## config.mk

```make
export PLATFORM = sky130hd
export DESIGN_NAME = ref_alt_base_caller_top_flat
export DESIGN_NICKNAME = d
export VERILOG_FILES = /design/src/design/rabc_pkg.sv /design/src/design/rabc_if.sv /design/src/design/ref_alt_base_caller_top.sv /design/src/design/rabc_cmp.sv /design/src/design/rabc_call.sv /design/src/flat_wrapper.sv
export VERILOG_INCLUDE_DIRS = /design/src /design/src/design
export SDC_FILE = /design/constraint.sdc
export NUM_CORES = 1
export LEC_CHECK = 0
export BUFFER_PORTS_ARGS = -buffer_cell sky130_fd_sc_hd__buf_2
export CELL_PAD_IN_SITES_DETAIL_PLACEMENT = 0
export CELL_PAD_IN_SITES_GLOBAL_PLACEMENT = 1
export CORE_ASPECT_RATIO = 1.2
export CORE_MARGIN = 2
export CORE_UTILIZATION = 25
export CTS_BUF_LIST = sky130_fd_sc_hd__clkbuf_8
export DETAILED_ROUTE_END_ITERATION = 12
export GPL_TIMING_DRIVEN = 0
export PLACE_DENSITY = 0.59
export RECOVER_POWER = 50
export SYNTH_ARGS = -nofsm -noshare
export SYNTH_HDL_FRONTEND = slang
export SYNTH_SLANG_ARGS = --single-unit
```

## constraint.sdc

```tcl
create_clock -name clk -period 7 [get_ports clk]
set_input_delay 0.35 -clock clk [delete_from_list [all_inputs] [get_ports clk]]
set_output_delay 0.35 -clock clk [all_outputs]
set_load 0.1 [all_outputs]
```

## src/design/ref_alt_base_caller_top_defines.svh

```systemverilog
// assertion macros for the reference and alternative base caller
`ifndef REF_ALT_BASE_CALLER_TOP_DEFINES_SVH
`define REF_ALT_BASE_CALLER_TOP_DEFINES_SVH

`ifndef SYNTHESIS
// property checked on every rising clock edge outside reset
`define RABC_ASSERT(lbl, prop) \
	lbl: assert property (@(posedge clk) disable iff (!arst_n) prop) \
		else $error("rabc assertion failed");
// condition that must never be seen outside reset
`define RABC_NEVER(lbl, cond) \
	lbl: assert property (@(posedge clk) disable iff (!arst_n) !(cond)) \
		else $error("rabc forbidden condition seen");
`else
`define RABC_ASSERT(lbl, prop)
`define RABC_NEVER(lbl, cond)
`endif

`endif

```

## src/design/rabc_pkg.sv

```systemverilog
// types, constants and helper functions for the base caller
`default_nettype none

package rabc_pkg;

	localparam int COUNT_WIDTH = 32;
	localparam int CHAR_WIDTH  = 8;
	localparam int NUM_BASES   = 4;

	typedef logic [COUNT_WIDTH-1:0]                  count_t;
	typedef logic [NUM_BASES-1:0][COUNT_WIDTH-1:0]   cnt_vec_t;
	typedef logic [CHAR_WIDTH-1:0]                   char_t;
	typedef logic [1:0]                              idx_t;
	typedef logic [NUM_BASES-1:0][NUM_BASES-1:0]     lt_mat_t;

	localparam char_t CHAR_A = 8'h41;
	localparam char_t CHAR_C = 8'h43;
	localparam char_t CHAR_G = 8'h47;
	localparam char_t CHAR_T = 8'h54;
	localparam char_t CHAR_N = 8'h4E;
	localparam char_t CHAR_LOWER_A = 8'h61;
	localparam char_t CHAR_LOWER_Z = 8'h7A;
	localparam char_t CASE_OFFSET  = 8'h20;

	localparam idx_t IDX_A = 2'd0;
	localparam idx_t IDX_C = 2'd1;
	localparam idx_t IDX_G = 2'd2;
	localparam idx_t IDX_T = 2'd3;

	// one request as held in the input stage
	typedef struct packed {
		cnt_vec_t cnt;
		char_t    ref_in;
		char_t    alt_in;
		logic     force_req;
	} req_t;

	typedef struct packed {
		char_t ref_out;
		char_t alt_out;
	} resp_t;

	// pairwise compare results: lt[i][j] is count i below count j
	typedef struct packed {
		lt_mat_t              lt;
		logic [NUM_BASES-1:0] nz;
	} cmp_t;

	function automatic char_t upper8(input char_t c);
		if (c >= CHAR_LOWER_A && c <= CHAR_LOWER_Z) begin
			return c - CASE_OFFSET;
		end
		return c;
	endfunction

	function automatic logic is_acgt(input char_t c);
		return (c == CHAR_A) || (c == CHAR_C) || (c == CHAR_G) || (c == CHAR_T);
	endfunction

	function automatic char_t base_char(input idx_t i);
		char_t c;
		unique case (i)
			IDX_A: c = CHAR_A;
			IDX_C: c = CHAR_C;
			IDX_G: c = CHAR_G;
			IDX_T: c = CHAR_T;
			default: c = CHAR_N;
		endcase
		return c;
	endfunction

	// only meaningful for an upper-case valid base
	function automatic idx_t base_idx(input char_t c);
		idx_t i;
		unique case (c)
			CHAR_A: i = IDX_A;
			CHAR_C: i = IDX_C;
			CHAR_G: i = IDX_G;
			CHAR_T: i = IDX_T;
			default: i = IDX_A;
		endcase
		return i;
	endfunction

endpackage

`default_nettype wire

```

## src/design/rabc_if.sv

```systemverilog
// request and result channel interfaces of the base caller
`default_nettype none

interface rabc_in_if;
	logic                  valid;
	logic                  ready;
	logic [31:0]           count_a;
	logic [31:0]           count_c;
	logic [31:0]           count_g;
	logic [31:0]           count_t;
	logic [7:0]            ref_in;
	logic [7:0]            alt_in;
	logic                  force_req;

	modport source (
		output valid, count_a, count_c, count_g, count_t, ref_in, alt_in, force_req,
		input  ready
	);
	modport sink (
		input  valid, count_a, count_c, count_g, count_t, ref_in, alt_in, force_req,
		output ready
	);
endinterface

interface rabc_out_if;
	logic       valid;
	logic       ready;
	logic [7:0] ref_out;
	logic [7:0] alt_out;

	modport source (
		output valid, ref_out, alt_out,
		input  ready
	);
	modport sink (
		input  valid, ref_out, alt_out,
		output ready
	);
endinterface

`default_nettype wire

```

## src/design/ref_alt_base_caller_top.sv

```systemverilog
// Reference and alternative base caller. Each request carries the A, C, G and T
// counts of one position plus a given reference and alternative character and a
// force flag; the result gives the called reference and alternative characters
// ('N' when no base can be called). One request is taken every cycle unless the
// input is blocked; it passes one input register and one result register,
// with all comparators and both ranking networks in the single logic stage
// between them. A waiting result blocks the input only once the input register
// is full as well; back-pressure holds the result register and, if full, the input one.
`default_nettype none
`include "ref_alt_base_caller_top_defines.svh"

module ref_alt_base_caller_top (
	input  wire logic   clk,
	input  wire logic   arst_n,
	rabc_in_if.sink     in_ch,
	rabc_out_if.source  out_ch
);

	rabc_pkg::req_t  req_in;
	rabc_pkg::req_t  req_s1;
	rabc_pkg::cmp_t  cmp;
	rabc_pkg::resp_t resp;
	rabc_pkg::resp_t resp_s2;
	logic vld_s1;
	logic vld_s2;
	logic adv_s2;
	logic rdy_s1;

	always_comb begin
		req_in.cnt[rabc_pkg::IDX_A] = rabc_pkg::count_t'(in_ch.count_a);
		req_in.cnt[rabc_pkg::IDX_C] = rabc_pkg::count_t'(in_ch.count_c);
		req_in.cnt[rabc_pkg::IDX_G] = rabc_pkg::count_t'(in_ch.count_g);
		req_in.cnt[rabc_pkg::IDX_T] = rabc_pkg::count_t'(in_ch.count_t);
		req_in.ref_in    = in_ch.ref_in;
		req_in.alt_in    = in_ch.alt_in;
		req_in.force_req = in_ch.force_req;
	end

	assign adv_s2      = !vld_s2 || out_ch.ready;
	assign rdy_s1      = !vld_s1 || adv_s2;
	assign in_ch.ready = rdy_s1;

	always_ff @(posedge clk or negedge arst_n) begin
		if (!arst_n) begin
			vld_s1 <= 1'b0;
		end else if (rdy_s1) begin
			vld_s1 <= in_ch.valid;
		end
	end

	always_ff @(posedge clk) begin
		if (rdy_s1 && in_ch.valid) begin
			req_s1 <= req_in;
		end
	end

	rabc_cmp u_cmp (
		.cnt (req_s1.cnt),
		.res (cmp)
	);

	rabc_call u_call (
		.req  (req_s1),
		.cmp  (cmp),
		.resp (resp)
	);

	always_ff @(posedge clk or negedge arst_n) begin
		if (!arst_n) begin
			vld_s2 <= 1'b0;
		end else if (adv_s2) begin
			vld_s2 <= vld_s1;
		end
	end

	always_ff @(posedge clk) begin
		if (adv_s2 && vld_s1) begin
			resp_s2 <= resp;
		end
	end

	assign out_ch.valid   = vld_s2;
	assign out_ch.ref_out = resp_s2.ref_out;
	assign out_ch.alt_out = resp_s2.alt_out;

	// an accepted request always lands in the input stage
	`RABC_ASSERT(a_req_lands, in_ch.valid && in_ch.ready |=> vld_s1)
	// the input stage drains whenever the result register is empty
	`RABC_ASSERT(a_s1_drains, vld_s1 && !vld_s2 |=> vld_s2)
	// a blocked input stage keeps its request
	`RABC_ASSERT(a_s1_holds, vld_s1 && vld_s2 && !out_ch.ready |=> $stable(req_s1))

endmodule

`default_nettype wire

```

## src/design/rabc_cmp.sv

```systemverilog
// pairwise count comparators and zero detectors
`default_nettype none

module rabc_cmp (
	input  rabc_pkg::cnt_vec_t cnt,
	output rabc_pkg::cmp_t     res
);

	always_comb begin
		for (int i = 0; i < rabc_pkg::NUM_BASES; i++) begin
			res.nz[i] = (cnt[i] != '0);
			for (int j = 0; j < rabc_pkg::NUM_BASES; j++) begin
				res.lt[i][j] = (cnt[i] < cnt[j]);
			end
		end
	end

endmodule

`default_nettype wire

```

## src/design/rabc_call.sv

```systemverilog
// ranking networks on base indices and the final character selection
`default_nettype none

module rabc_call (
	input  rabc_pkg::req_t  req,
	input  rabc_pkg::cmp_t  cmp,
	output rabc_pkg::resp_t resp
);

	// compare-exchange on two slots: returns {first, second}
	function automatic logic [3:0] cx(
		input rabc_pkg::lt_mat_t lt,
		input rabc_pkg::idx_t    a,
		input rabc_pkg::idx_t    b
	);
		return lt[a][b] ? {b, a} : {a, b};
	endfunction

	rabc_pkg::idx_t rs [4];
	rabc_pkg::idx_t as [4];
	rabc_pkg::char_t ref_up;
	rabc_pkg::char_t alt_up;
	rabc_pkg::char_t ref_call;
	rabc_pkg::char_t alt_call;
	rabc_pkg::idx_t  ref_idx;
	logic ref_keep;
	logic alt_keep;
	logic ref_ok;

	// reference: only the winner of slot 0 matters
	always_comb begin
		rs[0] = rabc_pkg::IDX_A;
		rs[1] = rabc_pkg::IDX_C;
		rs[2] = rabc_pkg::IDX_G;
		rs[3] = rabc_pkg::IDX_T;
		{rs[0], rs[1]} = cx(cmp.lt, rs[0], rs[1]);
		{rs[2], rs[3]} = cx(cmp.lt, rs[2], rs[3]);
		{rs[0], rs[2]} = cx(cmp.lt, rs[0], rs[2]);
		{rs[1], rs[3]} = cx(cmp.lt, rs[1], rs[3]);
		{rs[1], rs[2]} = cx(cmp.lt, rs[1], rs[2]);
	end

	always_comb begin
		ref_up   = rabc_pkg::upper8(req.ref_in);
		ref_keep = !req.force_req && rabc_pkg::is_acgt(ref_up);
		ref_ok   = ref_keep || cmp.nz[rs[0]];
		ref_idx  = ref_keep ? rabc_pkg::base_idx(ref_up) : rs[0];
		if (ref_keep) begin
			ref_call = req.ref_in;
		end else if (cmp.nz[rs[0]]) begin
			ref_call = rabc_pkg::base_char(rs[0]);
		end else begin
			ref_call = rabc_pkg::CHAR_N;
		end
	end

	// alternative: reference in slot 0, remaining bases in ACGT order
	always_comb begin
		as[0] = ref_idx;
		as[1] = (ref_idx == rabc_pkg::IDX_A) ? rabc_pkg::IDX_C : rabc_pkg::IDX_A;
		as[2] = (ref_idx == rabc_pkg::IDX_A || ref_idx == rabc_pkg::IDX_C) ?
			rabc_pkg::IDX_G : rabc_pkg::IDX_C;
		as[3] = (ref_idx == rabc_pkg::IDX_T) ? rabc_pkg::IDX_G : rabc_pkg::IDX_T;
		{as[1], as[2]} = cx(cmp.lt, as[1], as[2]);
		{as[1], as[3]} = cx(cmp.lt, as[1], as[3]);
		{as[2], as[3]} = cx(cmp.lt, as[2], as[3]);
	end

	always_comb begin
		alt_up   = rabc_pkg::upper8(req.alt_in);
		alt_keep = !req.force_req && rabc_pkg::is_acgt(alt_up);
		if (alt_keep) begin
			alt_call = req.alt_in;
		end else if (ref_ok && cmp.nz[as[1]]) begin
			alt_call = rabc_pkg::base_char(as[1]);
		end else begin
			alt_call = rabc_pkg::CHAR_N;
		end
	end

	assign resp = {ref_call, alt_call};

endmodule

`default_nettype wire

```

## src/flat_wrapper.sv

```systemverilog
// flat-port wrapper written by rule: the top's interface ports become plain ports
module ref_alt_base_caller_top_flat 
  (clk, arst_n, in_ch_valid, in_ch_count_a, in_ch_count_c, in_ch_count_g, in_ch_count_t, in_ch_ref_in, in_ch_alt_in, in_ch_force_req, in_ch_ready, out_ch_valid, out_ch_ref_out, out_ch_alt_out, out_ch_ready);
  rabc_in_if in_ch_i ();
  rabc_out_if out_ch_i ();
  input  wire logic clk;
  input  wire logic arst_n;
  input wire logic [$bits(in_ch_i.valid)-1:0] in_ch_valid;
  input wire logic [$bits(in_ch_i.count_a)-1:0] in_ch_count_a;
  input wire logic [$bits(in_ch_i.count_c)-1:0] in_ch_count_c;
  input wire logic [$bits(in_ch_i.count_g)-1:0] in_ch_count_g;
  input wire logic [$bits(in_ch_i.count_t)-1:0] in_ch_count_t;
  input wire logic [$bits(in_ch_i.ref_in)-1:0] in_ch_ref_in;
  input wire logic [$bits(in_ch_i.alt_in)-1:0] in_ch_alt_in;
  input wire logic [$bits(in_ch_i.force_req)-1:0] in_ch_force_req;
  output wire logic [$bits(in_ch_i.ready)-1:0] in_ch_ready;
  output wire logic [$bits(out_ch_i.valid)-1:0] out_ch_valid;
  output wire logic [$bits(out_ch_i.ref_out)-1:0] out_ch_ref_out;
  output wire logic [$bits(out_ch_i.alt_out)-1:0] out_ch_alt_out;
  input wire logic [$bits(out_ch_i.ready)-1:0] out_ch_ready;
  assign in_ch_i.valid = in_ch_valid;
  assign in_ch_i.count_a = in_ch_count_a;
  assign in_ch_i.count_c = in_ch_count_c;
  assign in_ch_i.count_g = in_ch_count_g;
  assign in_ch_i.count_t = in_ch_count_t;
  assign in_ch_i.ref_in = in_ch_ref_in;
  assign in_ch_i.alt_in = in_ch_alt_in;
  assign in_ch_i.force_req = in_ch_force_req;
  assign in_ch_ready = in_ch_i.ready;
  assign out_ch_valid = out_ch_i.valid;
  assign out_ch_ref_out = out_ch_i.ref_out;
  assign out_ch_alt_out = out_ch_i.alt_out;
  assign out_ch_i.ready = out_ch_ready;
  ref_alt_base_caller_top u_core (.clk(clk), .arst_n(arst_n), .in_ch(in_ch_i), .out_ch(out_ch_i));
endmodule
```

==> impl_metrics.ini, run 1 <==
[hold_path]
min_path_type = in2reg

[clock_tree]
cts_hold_buffers = 134
cts_tree = done
cts_buffer_depth = 2
clk_latency_ns = 0.51
cts_resized = 0
htreeDepth = 4
cts_buffers = 17
cts_root_buffer = clkbuf_8
postCtsSetupBuffers = 0
clk_pin_slew_ns = 0.10
cts_num_sinks = 163

[power_and_ir_drop]
ir_drop_mv = 0.171
p_int_mw = 1.71
p_leak_nw = 5.85
power_density_nw_per_um2 = 194
switching_power_uw = 938
swShare_pct = 35.4
power_frac_seq_pct = 46.9
comb_power_share_pct = 28.1
pwr-share-clk_pct = 24.9

[yosys]
ys_seq_area_share_pct = 46.9
synthAdderAreaFrac_pct = 23.5
synthArstFlopShare_pct = 1.23
synthCells = 921
synth_top_family_by_area = adder cells
synth.mux.area_fraction_pct = 0.480
synth-xor-area-share_pct = 0
synth_compound_area_share_pct = 12.2
synth_warnings = 0
synth_edf_count = 161
synthSimpleGateAreaFrac_pct = 13.0
netlist_area_um2 = 10400
ys_seq_elements = 163
synth.distinct_cells = 62
ys.flop_type = edfxtp_1
synth_area_per_cell_um2 = 11.3

[route]
drtPass1Iterations = 5
via_per_inst = 4.65
num_vias = 8345
post_drt_wl_per_cell_um = 18.3
antenna_left = 0
drt_iter0_drc = 361
wl_um = 32800
drc_errors = 0

[sta]
final-max-slew-violation-count = 41
worstMarginPinSlew_ns = 3.15
fin_ws_ns = 2.17
fmax_ghz = 0.207
finalCriticalPeriod_ns = 4.83
whs_ns = 0.0709
setup_tns_ns = 0
rsz0062_at_grt = false
skew_ns = 0.0188
slew_headroom_pct = -110
hold_viol_final = 0
min_period_over_period_pct = 69.0
setup_violations = 0

[die]
fp.coreArea_um2 = 40900
start_util_pct = 25.5
fp.dieArea_um2 = 43400
boundaryPins = 167
fp-row-count = 81
dieHeight_um = 228
die_w_um = 190

[worst_setup_path]
crit_arrival_ns = 5.05
crit_required_ns = 7.22
cp_max_fo = 9
slowest_delay_ns = 0.64
path_class = reg2reg
crit_chain = inv_1 > ha_1 > nand4_1 > nor4_1 > o21ai_0 > o211ai_1 > o211ai_4 > o21a_1 > o21a_1 > o32a_1 > and2_4 > a32oi_2 > or2b_1 > ha_1 > nor2_1 > a41oi_1
critPathBufInv = 1
cp_top_family = compound AO/OA/AOI/OAI gates
start_kind = flop
crit_slowest_cell = nor4_1
cp-end-kind = flop

[grt]
grt_max_degree = 55
gr-total-overflow = 0
antenna_found_initial = 0
grt_pass1_vias = 8535
grt_pass1_wl_um = 48800
grt_use_total_pct = 15.6

[finish]
syn_to_final_growth_pct = 31.0
mostFrequentLayoutCells = ha_1 (196), edfxtp_1 (161), buf_2 (139)
fillCellCount = 4219
antenna-diode-count = 0
drive_gt1_share_pct = 14.8
multiInputGateArea_um2 = 5140
seqCellArea_um2 = 4880
nNetsFinal = 1589
final_common_cell = ha_1

[run_status]
run_status = finished with violations
violations = capacitance limit, slew limit

[placed_design]
pre_cts_slack_ns = 2.12
port_buffers = 166
dpl.hpwl_um = 26300
gp_congestion = 0.818

[run]
maxCapViolCount = 1
==> final cells by class <==
cell class,instances,area share (%)
Timing Repair Buffer,302,16.1
Clock inverter,14,0.852
Multi-Input combinational cell,652,37.7
Sequential cell,163,35.8
Tap cell,539,4.94
Inverter,108,2.97
Clock buffer,17,1.71
==> metrics by stage <==
stage               utilization [%]  std cells  power (mW)  cell area, µm²
detailed placement             29.3       1630        1.96           12000
CTS                            33.4       1795        2.70           13700
global placement               29.2       1628        1.95           11900
floorplan                         -        923        1.74           10400
finish                         33.3       1795        2.65           13700
global route                   33.3       1795        2.82           13700
==> kinds of logic after synthesis <==
kind of cell	after synthesis
other	2
DFF	163
and+or+nand+nor	253
adders and majority gates	196
buffers and inverters	108
AOI/OAI and AO/OA	194
muxes	5
==> worst paths after layout <==
| path | startpoint | endpoint | slack, ns | cells past startpoint |
|---|---|---|---|---|
| worst min-delay path | in_ch_count_a[0] | u_core.req_s1[17]$_DFFE_PP_ | 0.07 | 1 |
| worst min register to register | u_core.vld_s1$_DFFE_PN0N_ | u_core.out_ch.valid$_DFFE_PN0P_ | 0.51 | 1 |
| min in group asynchronous | arst_n | u_core.vld_s1$_DFFE_PN0N_ | 0.15 | 2 |
| worst max register to register | u_core.req_s1[32]$_DFFE_PP_ | u_core.out_ch.alt_out[1]$_DFFE_PP_ | 2.17 | 16 |
| max in group asynchronous | arst_n | u_core.out_ch.valid$_DFFE_PN0P_ | 6.73 | 2 |
| worst max-delay path | u_core.req_s1[32]$_DFFE_PP_ | u_core.out_ch.alt_out[1]$_DFFE_PP_ | 2.17 | 16 |
==> routing by layer <==
layer	global-route usage (%)	routed length, µm	up-vias
met2	27.5	16700	165
met4	8.13	1180	0
li1	-	-	4220
met3	2.52	949	40
met5	0	0	-
met1	18.1	13900	3920
==> state kept, by name (all words and copies together) (netlist names) <==
name,count
u_core.out_ch.alt_out,8
u_core.out_ch.ref_out,8
u_core.out_ch.valid,1
u_core.req_s1,145
u_core.vld_s1,1
==> synth_stat cells, types with 4 or more instances <==
library cell,instances,area (µm²)
inv_1,108,405
edfxtp_1,161,4830
a21o_1,14,105
a22o_1,4,35.0
nor3_1,8,40.0
nor4_1,47,294
nor2_1,31,116
o211ai_1,7,52.6
and2_1,4,25.0
o21ai_1,5,25.0
and3_1,5,31.3
nand2b_1,5,31.3
nand3_1,23,115
o21ai_0,33,165
a21oi_1,74,370
nor2b_1,10,62.6
ha_1,196,2450
nand2_1,55,206
mux2i_1,5,50.1
a211oi_1,7,52.6
nand4_1,51,319
o21a_1,5,37.5
==> worst reg2reg max path: cells and delay by family (launching register included) <==
kind	cells	cell delay [ns]
AOI/OAI and AO/OA	8	2.04
and+or+nand+nor	5	1.32
adders and majority gates	2	0.62
DFF	1	0.42
buffers and inverters	1	0.14
==> power groups by stage <==
stage          Clock, mW  Sequential (mW)  Combinational, mW
2_1_floorplan          0             1.37              0.369
3_3_place_gp           0             1.28              0.675
3_5_place_dp           0             1.27              0.694
4_1_cts            0.701             1.24              0.755
5_1_grt            0.737             1.26              0.829
6_report           0.661             1.24              0.746
Note: power is estimated with default switching activity, not from simulation.
==> run 2, diff against run 1 <==
- clock period: 7 -> 4.7 ns (I/O delays scaled with it)
==> impl_metrics.ini, run 2 (synthesis gave the netlist of run 1 again) <==
[route]
drt_iter0_drc = 326
drtPass1Iterations = 5
post_drt_wl_per_cell_um = 18.3
wl_um = 33200
num_vias = 8422
drc_errors = 0
antenna_left = 0
via_per_inst = 4.64

[power_and_ir_drop]
ir_drop_mv = 0.179
power_density_nw_per_um2 = 296
p_leak_nw = 5.95

[sta]
slew_headroom_pct = -110
skew_ns = 0.0235
hold_viol_final = 0
worstMarginPinSlew_ns = 3.15
fmax_ghz = 0.219
finalCriticalPeriod_ns = 4.56
min_period_over_period_pct = 97.1
setup_violations = 0
final-max-slew-violation-count = 46

[clock_tree]
clk_latency_ns = 0.52
cts_root_buffer = clkbuf_8
cts_num_sinks = 163
cts_buffers = 17
htreeDepth = 4
clk_pin_slew_ns = 0.10
cts_tree = done
cts_buffer_depth = 2

[worst_setup_path]
path_class = reg2reg
cp_max_fo = 8
r2r_start = u_core.req_s1[91]$_DFFE_PP_
cp-end-kind = flop
worstRegToRegCells = 15
reg2reg_slack_ns = 0.14
reg2reg_to = u_core.out_ch.alt_out[4]$_DFFE_PP_
start_kind = flop
crit_arrival_ns = 4.84
crit_required_ns = 4.97

[grt]
antenna_found_initial = 0
globalRouteMet2Util_pct = 27.8
gr-total-overflow = 0
grt_pass1_wl_um = 49100
grt_max_degree = 53
grt_use_total_pct = 15.7
grt_pass1_vias = 8677
grtUsageMet1_pct = 18.6
use_met3_pct = 2.64
top_usage_layer = met2

[finish]
final_common_cell = ha_1
drive_gt1_share_pct = 14.6
nNetsFinal = 1608
post-route-cell-area_um2 = 13900
antenna-diode-count = 0
mostFrequentLayoutCells = ha_1 (196), edfxtp_1 (161), dlygate4sd3_1 (150)
top_register = u_core.req_s1
fin_cells = 1815
largest_reg_flops = 145
syn_to_final_growth_pct = 33.8

[hold_path]
hold_end = u_core.req_s1[82]$_DFFE_PP_
hold_depth = 2
worstHoldStart = in_ch_count_g[1]
min_path_type = in2reg

[placed_design]
place_inst = 1630
placed_area_um2 = 12000
dpl.hpwl_um = 26500
gp_congestion = 0.831
port_buffers = 166

[die]
die_w_um = 190
start_util_pct = 25.5
boundaryPins = 167
fp-row-count = 81
dieHeight_um = 228
fp.coreArea_um2 = 40900
fp.dieArea_um2 = 43400

[run]
maxCapViolCount = 1

[run_status]
run_status = finished with violations
violations = capacitance limit, slew limit
run 2: worst max path at each step:
stage / cells past startpoint / from / to / slack [ns]
after floorplan: 2 / u_core.out_ch.valid$_DFFE_PN0P_ / u_core.req_s1[0]$_DFFE_PP_ / 0.57
after global placement: 16 / u_core.req_s1[32]$_DFFE_PP_ / u_core.out_ch.alt_out[4]$_DFFE_PP_ / -0.18
after detailed placement: 16 / u_core.req_s1[32]$_DFFE_PP_ / u_core.out_ch.alt_out[4]$_DFFE_PP_ / -0.13
after CTS: 16 / u_core.req_s1[56]$_DFFE_PP_ / u_core.out_ch.alt_out[4]$_DFFE_PP_ / 0.07
after global routing: 16 / u_core.req_s1[59]$_DFFE_PP_ / u_core.out_ch.alt_out[4]$_DFFE_PP_ / -0.03
final: 15 / u_core.req_s1[91]$_DFFE_PP_ / u_core.out_ch.alt_out[4]$_DFFE_PP_ / 0.14
run 2: final cells by class:
class | instances | area, µm²
Clock buffer | 17 | 234
Clock inverter | 15 | 194
Fill cell | 4195 | 27000
Inverter | 108 | 405
Multi-Input combinational cell | 652 | 5190
Sequential cell | 163 | 4880
Tap cell | 539 | 674
Timing Repair Buffer | 321 | 2370
run 2: critical path, cell delays in order, from the launching register on:
cell and delay [ns]:
edfxtp_1 0.49, ha_1 0.35, nand4_1 0.29, nor2_1 0.07, a221oi_1 0.40, nand3_1 0.31
o211ai_4 0.39, o21ai_0 0.16, o21a_1 0.27, o32a_1 0.36, and2_4 0.15, a32oi_2 0.21
or2b_1 0.26, ha_1 0.21, and3_1 0.14, a32o_1 0.26
run 2: per-layer routing:
metal | wire length (µm) | share of wire [%] | vias to the layer above
met5 | 0 | 0 | -
met4 | 1230 | 3.7 | 0
met3 | 976 | 2.9 | 48
met2 | 16800 | 50 | 165
met1 | 14300 | 43 | 3954
li1 | - | - | 4255
run 2: metrics by stage:
stage	setup WS [ns]	util, %	TNS, ns	total power, mW	hold slack, ns
floorplan	0.568	-	0	2.59	-0.0606
CTS	0.0682	34.0	0	4.19	0.351
finish	0.136	34.1	0	4.12	0.416
global placement	-0.185	29.2	-0.403	2.90	0.0220
global route	-0.0285	34.1	-0.0285	4.37	0.372
detailed placement	-0.132	29.3	-0.216	2.91	0.0227
run 2: power breakdown:
| part | switching, mW | internal [mW] |
|---|---|---|
| logic | 0.689 | 0.437 |
| clock network | 0.599 | 0.542 |
| registers | 0.109 | 1.75 |
run 2: timing repair:
item | in CTS | in global routing
gates cloned | 0 | 0
setup buffers | 0 | 3
resized for setup | 1 | 6
endpoints found under the hold margin | 149 | 0
pin swaps | 0 | 3
hold buffers | 150 | 0
endpoints found under the setup margin | 3 | 3
